**src/hdl/lfu_pkg.sv**
```systemverilog
// Shared constants and codes for the LFU cache store.
package lfu_pkg;

  localparam int DEF_CAPACITY   = 16;
  localparam int DEF_KEY_BITS   = 16;
  localparam int DEF_VALUE_BITS = 32;

  // Width of the per-entry use counter; it saturates at all ones.
  localparam int COUNT_BITS = 16;

  // Width and reset value of the entries_in_use register.
  localparam int              LIMIT_BITS  = 5;
  localparam logic [LIMIT_BITS-1:0] LIMIT_RESET = 5'd16;

  typedef enum logic [0:0] {
    OP_GET = 1'b0,
    OP_PUT = 1'b1
  } op_e;

endpackage

```
**src/hdl/lfu_cache_store_core.sv**
```systemverilog
// Fully associative LFU cache store with a least-recently-used tie-break.
//
//  channel   | signals                                    | transfer when
//  ----------+--------------------------------------------+------------------------------
//  request   | start, busy, operation_i, lookup_key_i,    | start high and busy low
//            | write_value_i                              |
//  result    | result_valid_o, hit_o, read_value_o,       | every cycle result_valid_o
//            | evicted_o                                  | is high (no back-pressure)
//  config    | cfg_valid_i, cfg_ready_o, cfg_data_i       | cfg_valid_i and cfg_ready_o
//
// Each access is captured in the request register; the tag match, the victim
// search and the state update then all complete at the edge that loads the
// result register. A new access may be issued in every cycle; it sees the
// state left by the previous one, since that state is written at the edge
// it is captured. Reset clears all valid marks, the occupancy count and the
// limit register (back to sixteen), so the store comes up empty and usable
// at once. busy never rises and the result side cannot stall, so nothing
// ever waits.
module lfu_cache_store_core #(
  parameter int CAPACITY   = lfu_pkg::DEF_CAPACITY,
  parameter int KEY_BITS   = lfu_pkg::DEF_KEY_BITS,
  parameter int VALUE_BITS = lfu_pkg::DEF_VALUE_BITS
) (
  input  logic                           clk_i,
  input  logic                           rst_ni,
  // Request channel.
  input  logic                           start,
  output logic                           busy,
  input  logic                           operation_i,
  input  logic [KEY_BITS-1:0]            lookup_key_i,
  input  logic [VALUE_BITS-1:0]          write_value_i,
  // Result strobe and payload.
  output logic                           result_valid_o,
  output logic                           hit_o,
  output logic [VALUE_BITS-1:0]          read_value_o,
  output logic                           evicted_o,
  // Configuration write channel for entries_in_use.
  input  logic                           cfg_valid_i,
  output logic                           cfg_ready_o,
  input  logic [lfu_pkg::LIMIT_BITS-1:0] cfg_data_i
);

  // Slot index and recency rank share a width: ranks run 0 .. occupancy-1.
  localparam int IDX_BITS = (CAPACITY > 1) ? $clog2(CAPACITY) : 1;
  localparam int LEVELS   = (CAPACITY > 1) ? $clog2(CAPACITY) : 0;
  localparam int LEAVES   = 1 << LEVELS;
  localparam int OCC_BITS = $clog2(CAPACITY + 1);
  localparam int CMP_BITS = (OCC_BITS > lfu_pkg::LIMIT_BITS) ? OCC_BITS : lfu_pkg::LIMIT_BITS;
  localparam int CNT_BITS = lfu_pkg::COUNT_BITS;

  localparam logic [CNT_BITS-1:0] COUNT_MAX = {CNT_BITS{1'b1}};

  // One candidate in the victim search tree.
  typedef struct packed {
    logic                ok;
    logic [CNT_BITS-1:0] count;
    logic [IDX_BITS-1:0] rank;
    logic [IDX_BITS-1:0] idx;
  } cand_t;

  // Request register.
  logic                  req_valid_q;
  lfu_pkg::op_e          req_op_q;
  logic [KEY_BITS-1:0]   req_key_q;
  logic [VALUE_BITS-1:0] req_val_q;

  // Configuration and occupancy.
  logic [lfu_pkg::LIMIT_BITS-1:0] limit_q;
  logic [OCC_BITS-1:0]            occ_q, occ_d;

  // Slot storage.
  logic [CAPACITY-1:0]   valid_q, valid_d;
  logic [KEY_BITS-1:0]   key_q   [CAPACITY];
  logic [KEY_BITS-1:0]   key_d   [CAPACITY];
  logic [VALUE_BITS-1:0] value_q [CAPACITY];
  logic [VALUE_BITS-1:0] value_d [CAPACITY];
  logic [CNT_BITS-1:0]   count_q [CAPACITY];
  logic [CNT_BITS-1:0]   count_d [CAPACITY];
  logic [IDX_BITS-1:0]   rank_q  [CAPACITY];
  logic [IDX_BITS-1:0]   rank_d  [CAPACITY];

  // Result register.
  logic                  res_valid_q;
  logic                  res_hit_q;
  logic [VALUE_BITS-1:0] res_value_q;
  logic                  res_evicted_q;

  // Lookup and decision signals.
  logic [CAPACITY-1:0]   hit_vec;
  logic                  any_hit;
  logic [VALUE_BITS-1:0] hit_value;
  logic [IDX_BITS-1:0]   hit_rank;
  cand_t                 node [2*LEAVES];
  logic [CAPACITY-1:0]   victim_oh;
  logic [CAPACITY-1:0]   free_vec;
  logic [CAPACITY-1:0]   target_oh;
  logic [CMP_BITS-1:0]   limit_eff;
  logic                  limit_nz;
  logic                  full;
  logic                  is_get;
  logic                  do_touch;
  logic                  do_write;
  logic                  do_insert;
  logic                  do_evict;
  logic                  inc_all;
  logic                  promote;
  logic [IDX_BITS-1:0]   promote_rank;

  // The store is single pass: it never pushes back on requests or config writes.
  assign busy        = 1'b0;
  assign cfg_ready_o = 1'b1;

  always_ff @(posedge clk_i or negedge rst_ni) begin
    if (!rst_ni) begin
      req_valid_q <= 1'b0;
      res_valid_q <= 1'b0;
      limit_q     <= lfu_pkg::LIMIT_RESET;
      occ_q       <= '0;
      valid_q     <= '0;
    end else begin
      req_valid_q <= start && !busy;
      res_valid_q <= req_valid_q;
      occ_q       <= occ_d;
      valid_q     <= valid_d;
      if (cfg_valid_i && cfg_ready_o) begin
        limit_q <= cfg_data_i;
      end
    end
  end

  // Payload registers carry no reset; invalid slots are never observed.
  always_ff @(posedge clk_i) begin
    if (start && !busy) begin
      req_op_q  <= lfu_pkg::op_e'(operation_i);
      req_key_q <= lookup_key_i;
      req_val_q <= write_value_i;
    end
    res_hit_q     <= any_hit;
    res_value_q   <= (is_get && any_hit) ? hit_value : '0;
    res_evicted_q <= do_evict;
    for (int i = 0; i < CAPACITY; i++) begin
      key_q[i]   <= key_d[i];
      value_q[i] <= value_d[i];
      count_q[i] <= count_d[i];
      rank_q[i]  <= rank_d[i];
    end
  end

  // Tag match. Valid keys are unique, so at most one slot can hit and the
  // read data and rank can be gathered with a plain AND-OR.
  always_comb begin
    hit_value = '0;
    hit_rank  = '0;
    for (int i = 0; i < CAPACITY; i++) begin
      hit_vec[i] = valid_q[i] && (key_q[i] == req_key_q);
      hit_value  = hit_value | (value_q[i] & {VALUE_BITS{hit_vec[i]}});
      hit_rank   = hit_rank | (rank_q[i] & {IDX_BITS{hit_vec[i]}});
    end
    any_hit = |hit_vec;
  end

  // Victim search: a binary tree over all slots picks the valid entry with
  // the lowest use count, and among equal counts the oldest (highest rank).
  always_comb begin
    for (int i = 0; i < LEAVES; i++) begin
      if (i < CAPACITY) begin
        node[LEAVES+i].ok    = valid_q[i];
        node[LEAVES+i].count = count_q[i];
        node[LEAVES+i].rank  = rank_q[i];
      end else begin
        node[LEAVES+i].ok    = 1'b0;
        node[LEAVES+i].count = '0;
        node[LEAVES+i].rank  = '0;
      end
      node[LEAVES+i].idx = IDX_BITS'(i);
    end
    for (int n = LEAVES - 1; n >= 1; n--) begin
      if (node[2*n+1].ok &&
          (!node[2*n].ok || (node[2*n+1].count < node[2*n].count) ||
           ((node[2*n+1].count == node[2*n].count) &&
            (node[2*n+1].rank > node[2*n].rank)))) begin
        node[n] = node[2*n+1];
      end else begin
        node[n] = node[2*n];
      end
    end
    node[0] = node[1];
  end

  // Decide what this access does.
  always_comb begin
    limit_eff = (CMP_BITS'(limit_q) > CMP_BITS'(CAPACITY)) ? CMP_BITS'(CAPACITY)
                                                          : CMP_BITS'(limit_q);
    limit_nz  = (limit_q != '0);
    full      = (CMP_BITS'(occ_q) >= limit_eff);
    is_get    = (req_op_q == lfu_pkg::OP_GET);
    do_touch  = req_valid_q && any_hit && (is_get || limit_nz);
    do_write  = req_valid_q && any_hit && !is_get && limit_nz;
    do_insert = req_valid_q && !any_hit && !is_get && limit_nz;
    do_evict  = do_insert && full && node[1].ok;
    inc_all   = do_insert && !do_evict;
    promote   = do_touch || do_evict;
    promote_rank = do_touch ? hit_rank : node[1].rank;
    for (int i = 0; i < CAPACITY; i++) begin
      victim_oh[i] = do_evict && (node[1].idx == IDX_BITS'(i));
    end
    // The new entry lands in the lowest free slot once the victim is gone.
    free_vec  = ~(valid_q & ~victim_oh);
    target_oh = free_vec & (~free_vec + CAPACITY'(1));
    occ_d     = inc_all ? occ_q + OCC_BITS'(1) : occ_q;
  end

  // Per-slot next state. Promoting with the threshold rank ages every entry
  // that was more recent than the touched or evicted one; a plain insert
  // ages every valid entry.
  always_comb begin
    for (int i = 0; i < CAPACITY; i++) begin
      valid_d[i] = (valid_q[i] && !victim_oh[i]) || (do_insert && target_oh[i]);
      key_d[i]   = key_q[i];
      value_d[i] = value_q[i];
      count_d[i] = count_q[i];
      rank_d[i]  = rank_q[i];
      if (do_insert && target_oh[i]) begin
        key_d[i]   = req_key_q;
        value_d[i] = req_val_q;
        count_d[i] = CNT_BITS'(1);
        rank_d[i]  = '0;
      end else if (do_touch && hit_vec[i]) begin
        if (do_write) begin
          value_d[i] = req_val_q;
        end
        if (count_q[i] != COUNT_MAX) begin
          count_d[i] = count_q[i] + CNT_BITS'(1);
        end
        rank_d[i] = '0;
      end else if (valid_q[i] && (inc_all || (promote && (rank_q[i] < promote_rank)))) begin
        rank_d[i] = rank_q[i] + IDX_BITS'(1);
      end
    end
  end

  assign result_valid_o = res_valid_q;
  assign hit_o          = res_hit_q;
  assign read_value_o   = res_value_q;
  assign evicted_o      = res_evicted_q;

endmodule

```
**config.mk**
```make
export PLATFORM = sky130hd
export DESIGN_NAME = lfu_cache_store_core
export DESIGN_NICKNAME = d
export VERILOG_FILES = /design/src/hdl/lfu_pkg.sv /design/src/hdl/lfu_cache_store_core.sv
export SDC_FILE = /design/constraint.sdc
export NUM_CORES = 2
export LEC_CHECK = 0
export ABC_AREA = 1
export BUFFER_PORTS_ARGS = -buffer_cell sky130_fd_sc_hd__buf_4
export CORE_ASPECT_RATIO = 1.4
export CORE_UTILIZATION = 45
export CTS_CLUSTER_SIZE = 28
export DETAILED_ROUTE_END_ITERATION = 6
export SLEW_MARGIN = 20
export SYNTH_ARGS = -nofsm -noshare
export SYNTH_HDL_FRONTEND = slang
export SYNTH_SLANG_ARGS = --single-unit
```
**constraint.sdc**
```tcl
create_clock -name clk_i -period 12.87 [get_ports clk_i]
set_clock_uncertainty 0.1 [all_clocks]
set_input_delay 1.9305 -clock clk_i [delete_from_list [all_inputs] [get_ports clk_i]]
set_output_delay 1.9305 -clock clk_i [all_outputs]
set_load 0.02 [all_outputs]
```
==> results by group <==
Clock network
  – Post-cts repair resize count: 0
  – CTS buffer count: about 120
  – CTS tree: built
  – Root Driver: clkbuf_16
  – Total setup buffers inserted after CTS: 0
  – Sink Count: between 1000 and 1500
  – Post-CTS Hold Buffers: 0
  – H-Tree Depth: 3
  – Clock buffer depth: 3
  – Worst-path clk slew: approximately 60 ps
  – Skew-Pair Late Insertion Delay: 810 ps

Synthesis
  – Synth Instances: roughly 7000
  – YS warnings: 0
  – Synth Cell Area: 0.0640 mm²
  – Sequential area share after synthesis: a little over 50%
  – Synth Register Bits: 1199
  – Synth unique cells: between 70 and 80
  – Post-synth top flop: edfxtp_1
  – Async set-reset flop share out of synthesis: 2.34%
  – Mapped Avg Cell Area: 8.87 µm²
  – EDFF count, synth: slightly above 800
  – Synth Net Count: ~7700

Setup path
  – Bufs and invs on worst path: 7
  – CP delay by family, top: simple AND/OR/NAND/NOR gates
  – CP max stage cell: o21ai_0
  – Crit path max fanout: 42
  – CP Capture Type: flip-flop
  – Cells on worst reg2reg path: 53
  – Max incr delay on CP: 650 ps
  – Stages on the worst setup path: 53
  – Most frequent CP cell: nand2_1
  – Crit path kind: reg2reg
  – Startpoint Class: flip-flop
  – Critical Path AT: about 12000 ps
  – Critical Path RT: about 13000 ps

Global routing
  – Pin count of the biggest net entering global routing: 51
  – Grt total ovfl: 0
  – Vias in the first global route: 51166
  – Initial antenna violation count: 2
  – First-pass GRT wire length: between 300000 and 400000 µm
  – GRT Total Usage: between 20% and 30%

Cells and area
  – Nets: 7803
  – Util after Layout: between 50% and 60%
  – Final Cell Area: 0.0716 mm²
  – Share of layout cells above drive strength 1: around 8%
  – Area grow syn2layout: 11.9%

Routing
  – Antenna Nets Post-Route: 0
  – Via Count: 52487
  – Wire length per cell: roughly 23 µm
  – Routed WL: 213000 µm
  – Iteration-0 DRC Markers: between 4000 and 5000
  – Residual DRC: 0
  – Via density: around 5.6
  – Initial DRT Pass Iterations: 6

Die
  – Die width: around 320 µm
  – Site Rows: between 150 and 200
  – Full die area: ~0.14 mm²
  – Initial core utilization: a little under half
  – Core Box Area: about 0.14 mm²
  – Die Span Y: 448 µm
  – IO Pins: 95

Outcome
  – Status: completed

Timing
  – Slew Limit Fails: 0
  – Peak Freq: slightly below 90 MHz
  – Final worst slack: around 1500 ps
  – Fin crit share: between 80% and 90%
  – Measured slew at the worst slew-check pin: 1190 ps
  – # setup viols final: 0
  – Final hold violations: 0
  – Max_slew headroom: between 20 and 25%
  – Setup TNS: 0 ps
  – Min cycle time layout: 11350 ps
  – RSZ-0062 raised after global routing: false

Placement
  – Hpwl dp: ~150000 µm
  – Placer Congestion: between 0.9 and 1
  – PortBufs: 92
  – Post-DP Area: between 0.06 and 0.07 mm²
  – Pre-CTS setup slack: 1800 ps

Power
  – Leak pwr: between 20 and 30 nW
  – Total power: between 0.015 and 0.02 W
  – P per Cell Area: approximately 260 mW/mm²
  – Maximum VDD drop: 0.416 mV

Min path
  – Worst Hold Class: reg2reg
  – Hold Crit Depth: 2

Flow run
  – MaxCap Viol Count: 0
[where the power goes]
group          switching [W]  internal [W]
clock network        0.00159       0.00204
logic                0.00674       0.00320
registers           0.000327       0.00458
total                0.00866       0.00982
[registers in the layout (all words and copies together), names as in the netlist]
name / cells
req_val_q: 32
rank_q: 64
occ_q: 5
valid_q: 16
req_key_q: 16
key_q: 256
result_valid_o: 1
limit_q: 5
read_value_o: 32
hit_o: 1
evicted_o: 1
req_op_q: 1
value_q: 512
count_q: 256
req_valid_q: 1
[tightest hold or removal path, delay by kind of cell (launching register included)]
| kind | cells | cell delay, ps |
|---|---|---|
| flip-flops | 1 | 310 |
| AO/OA/AOI/OAI | 1 | 50 |
| AND/OR/NAND/NOR | 1 | 60 |
[synth_stat cells, drive strengths merged, types with 32 or more instances]
library cell | n | area share, %
a41oi | 32 | 0.44
nor3 | 203 | 1.8
nor4 | 88 | 0.92
nand2 | 1953 | 12
clkbuf | 107 | 0.63
nand4 | 117 | 1.2
nor3b | 41 | 0.51
nor2 | 581 | 3.7
a21oi | 286 | 2.3
dfxtp | 354 | 11
edfxtp | 817 | 38
o21ai | 402 | 3.2
nand3 | 291 | 2.5
a221oi | 138 | 1.9
buf | 79 | 0.87
a22o | 128 | 1.8
inv | 881 | 5.2
ha | 386 | 7.5
xor2 | 112 | 1.5
[per-layer routing]
layer  wire length, µm  track usage, %  vias to the layer above
li1                  -               -                    24927
met1             82100            33.8                    25314
met2            108000            53.2                     1725
met3             11200            3.21                      519
met4             11900            16.1                        2
met5                 8               0                        -
[layout by cell type (no fill, tap or decap), types with 21 or more instances in the layout]
master     count
a211oi_1      28
a21oi_1      281
a221oi_1     138
a22o_1       128
a41oi_1       32
buf_12        27
buf_4        186
clkbuf_1      23
clkbuf_16    116
clkinv_2      24
dfrtp_1       27
dfxtp_1      354
edfxtp_1     817
ha_1         386
inv_1        853
inv_2         28
nand2_1     1937
nand3_1      265
nand3_2       25
nand4_1      114
nor2_1       535
nor2_2        32
nor3_1       180
nor3_2        21
nor3b_1       37
nor4_1        83
o21ai_0      354
o21ai_1       29
o22ai_1       24
xor2_1       112
[stage by stage]
| stage | cells | hold WS [ps] |
|---|---|---|
| global route | 9359 | 394 |
| floorplan | 7214 | 295 |
| detailed placement | 9138 | 365 |
| finish | 9360 | 370 |
| CTS | 9358 | 374 |
| global placement | 9138 | 352 |
[cell type report]
| class | instances | area, µm² |
|---|---|---|
| fillers | 13183 | 69500 |
| flip-flops and latches | 1199 | 32300 |
| multi-input cells | 4935 | 27600 |
| inverters | 894 | 3370 |
| clock buffers | 153 | 3180 |
| well taps | 1897 | 2370 |
| repair buffers | 213 | 1940 |
| clock inverters | 67 | 870 |
| diodes | 2 | 5.00 |
[kinds of logic after synthesis]
logic type | count (synthesis) | synth area share [%]
xor gates and xnor gates | 128 | 1.75
other | 2 | 0.0117
buffers and inverters | 1080 | 6.76
and+or+nand+nor | 3332 | 22.8
adders and majority gates | 386 | 7.55
DFF | 1199 | 50.5
muxes | 1 | 0.0176
AOI/OAI and AO/OA | 1086 | 10.6
[final timing paths]
check | from | to | slack, ps
worst max-delay path | count_q[1][12] | value_q[1][117] | 1520
worst min-delay path | count_q[0][73] | count_q[0][73] | 370
worst max register to register | count_q[1][12] | value_q[1][117] | 1520
worst min register to register | count_q[0][73] | count_q[0][73] | 370
max in group asynchronous | rst_ni | limit_q[4] | 11280
min in group asynchronous | rst_ni | req_valid_q | 1010
Power figures use the tool's default switching activity.
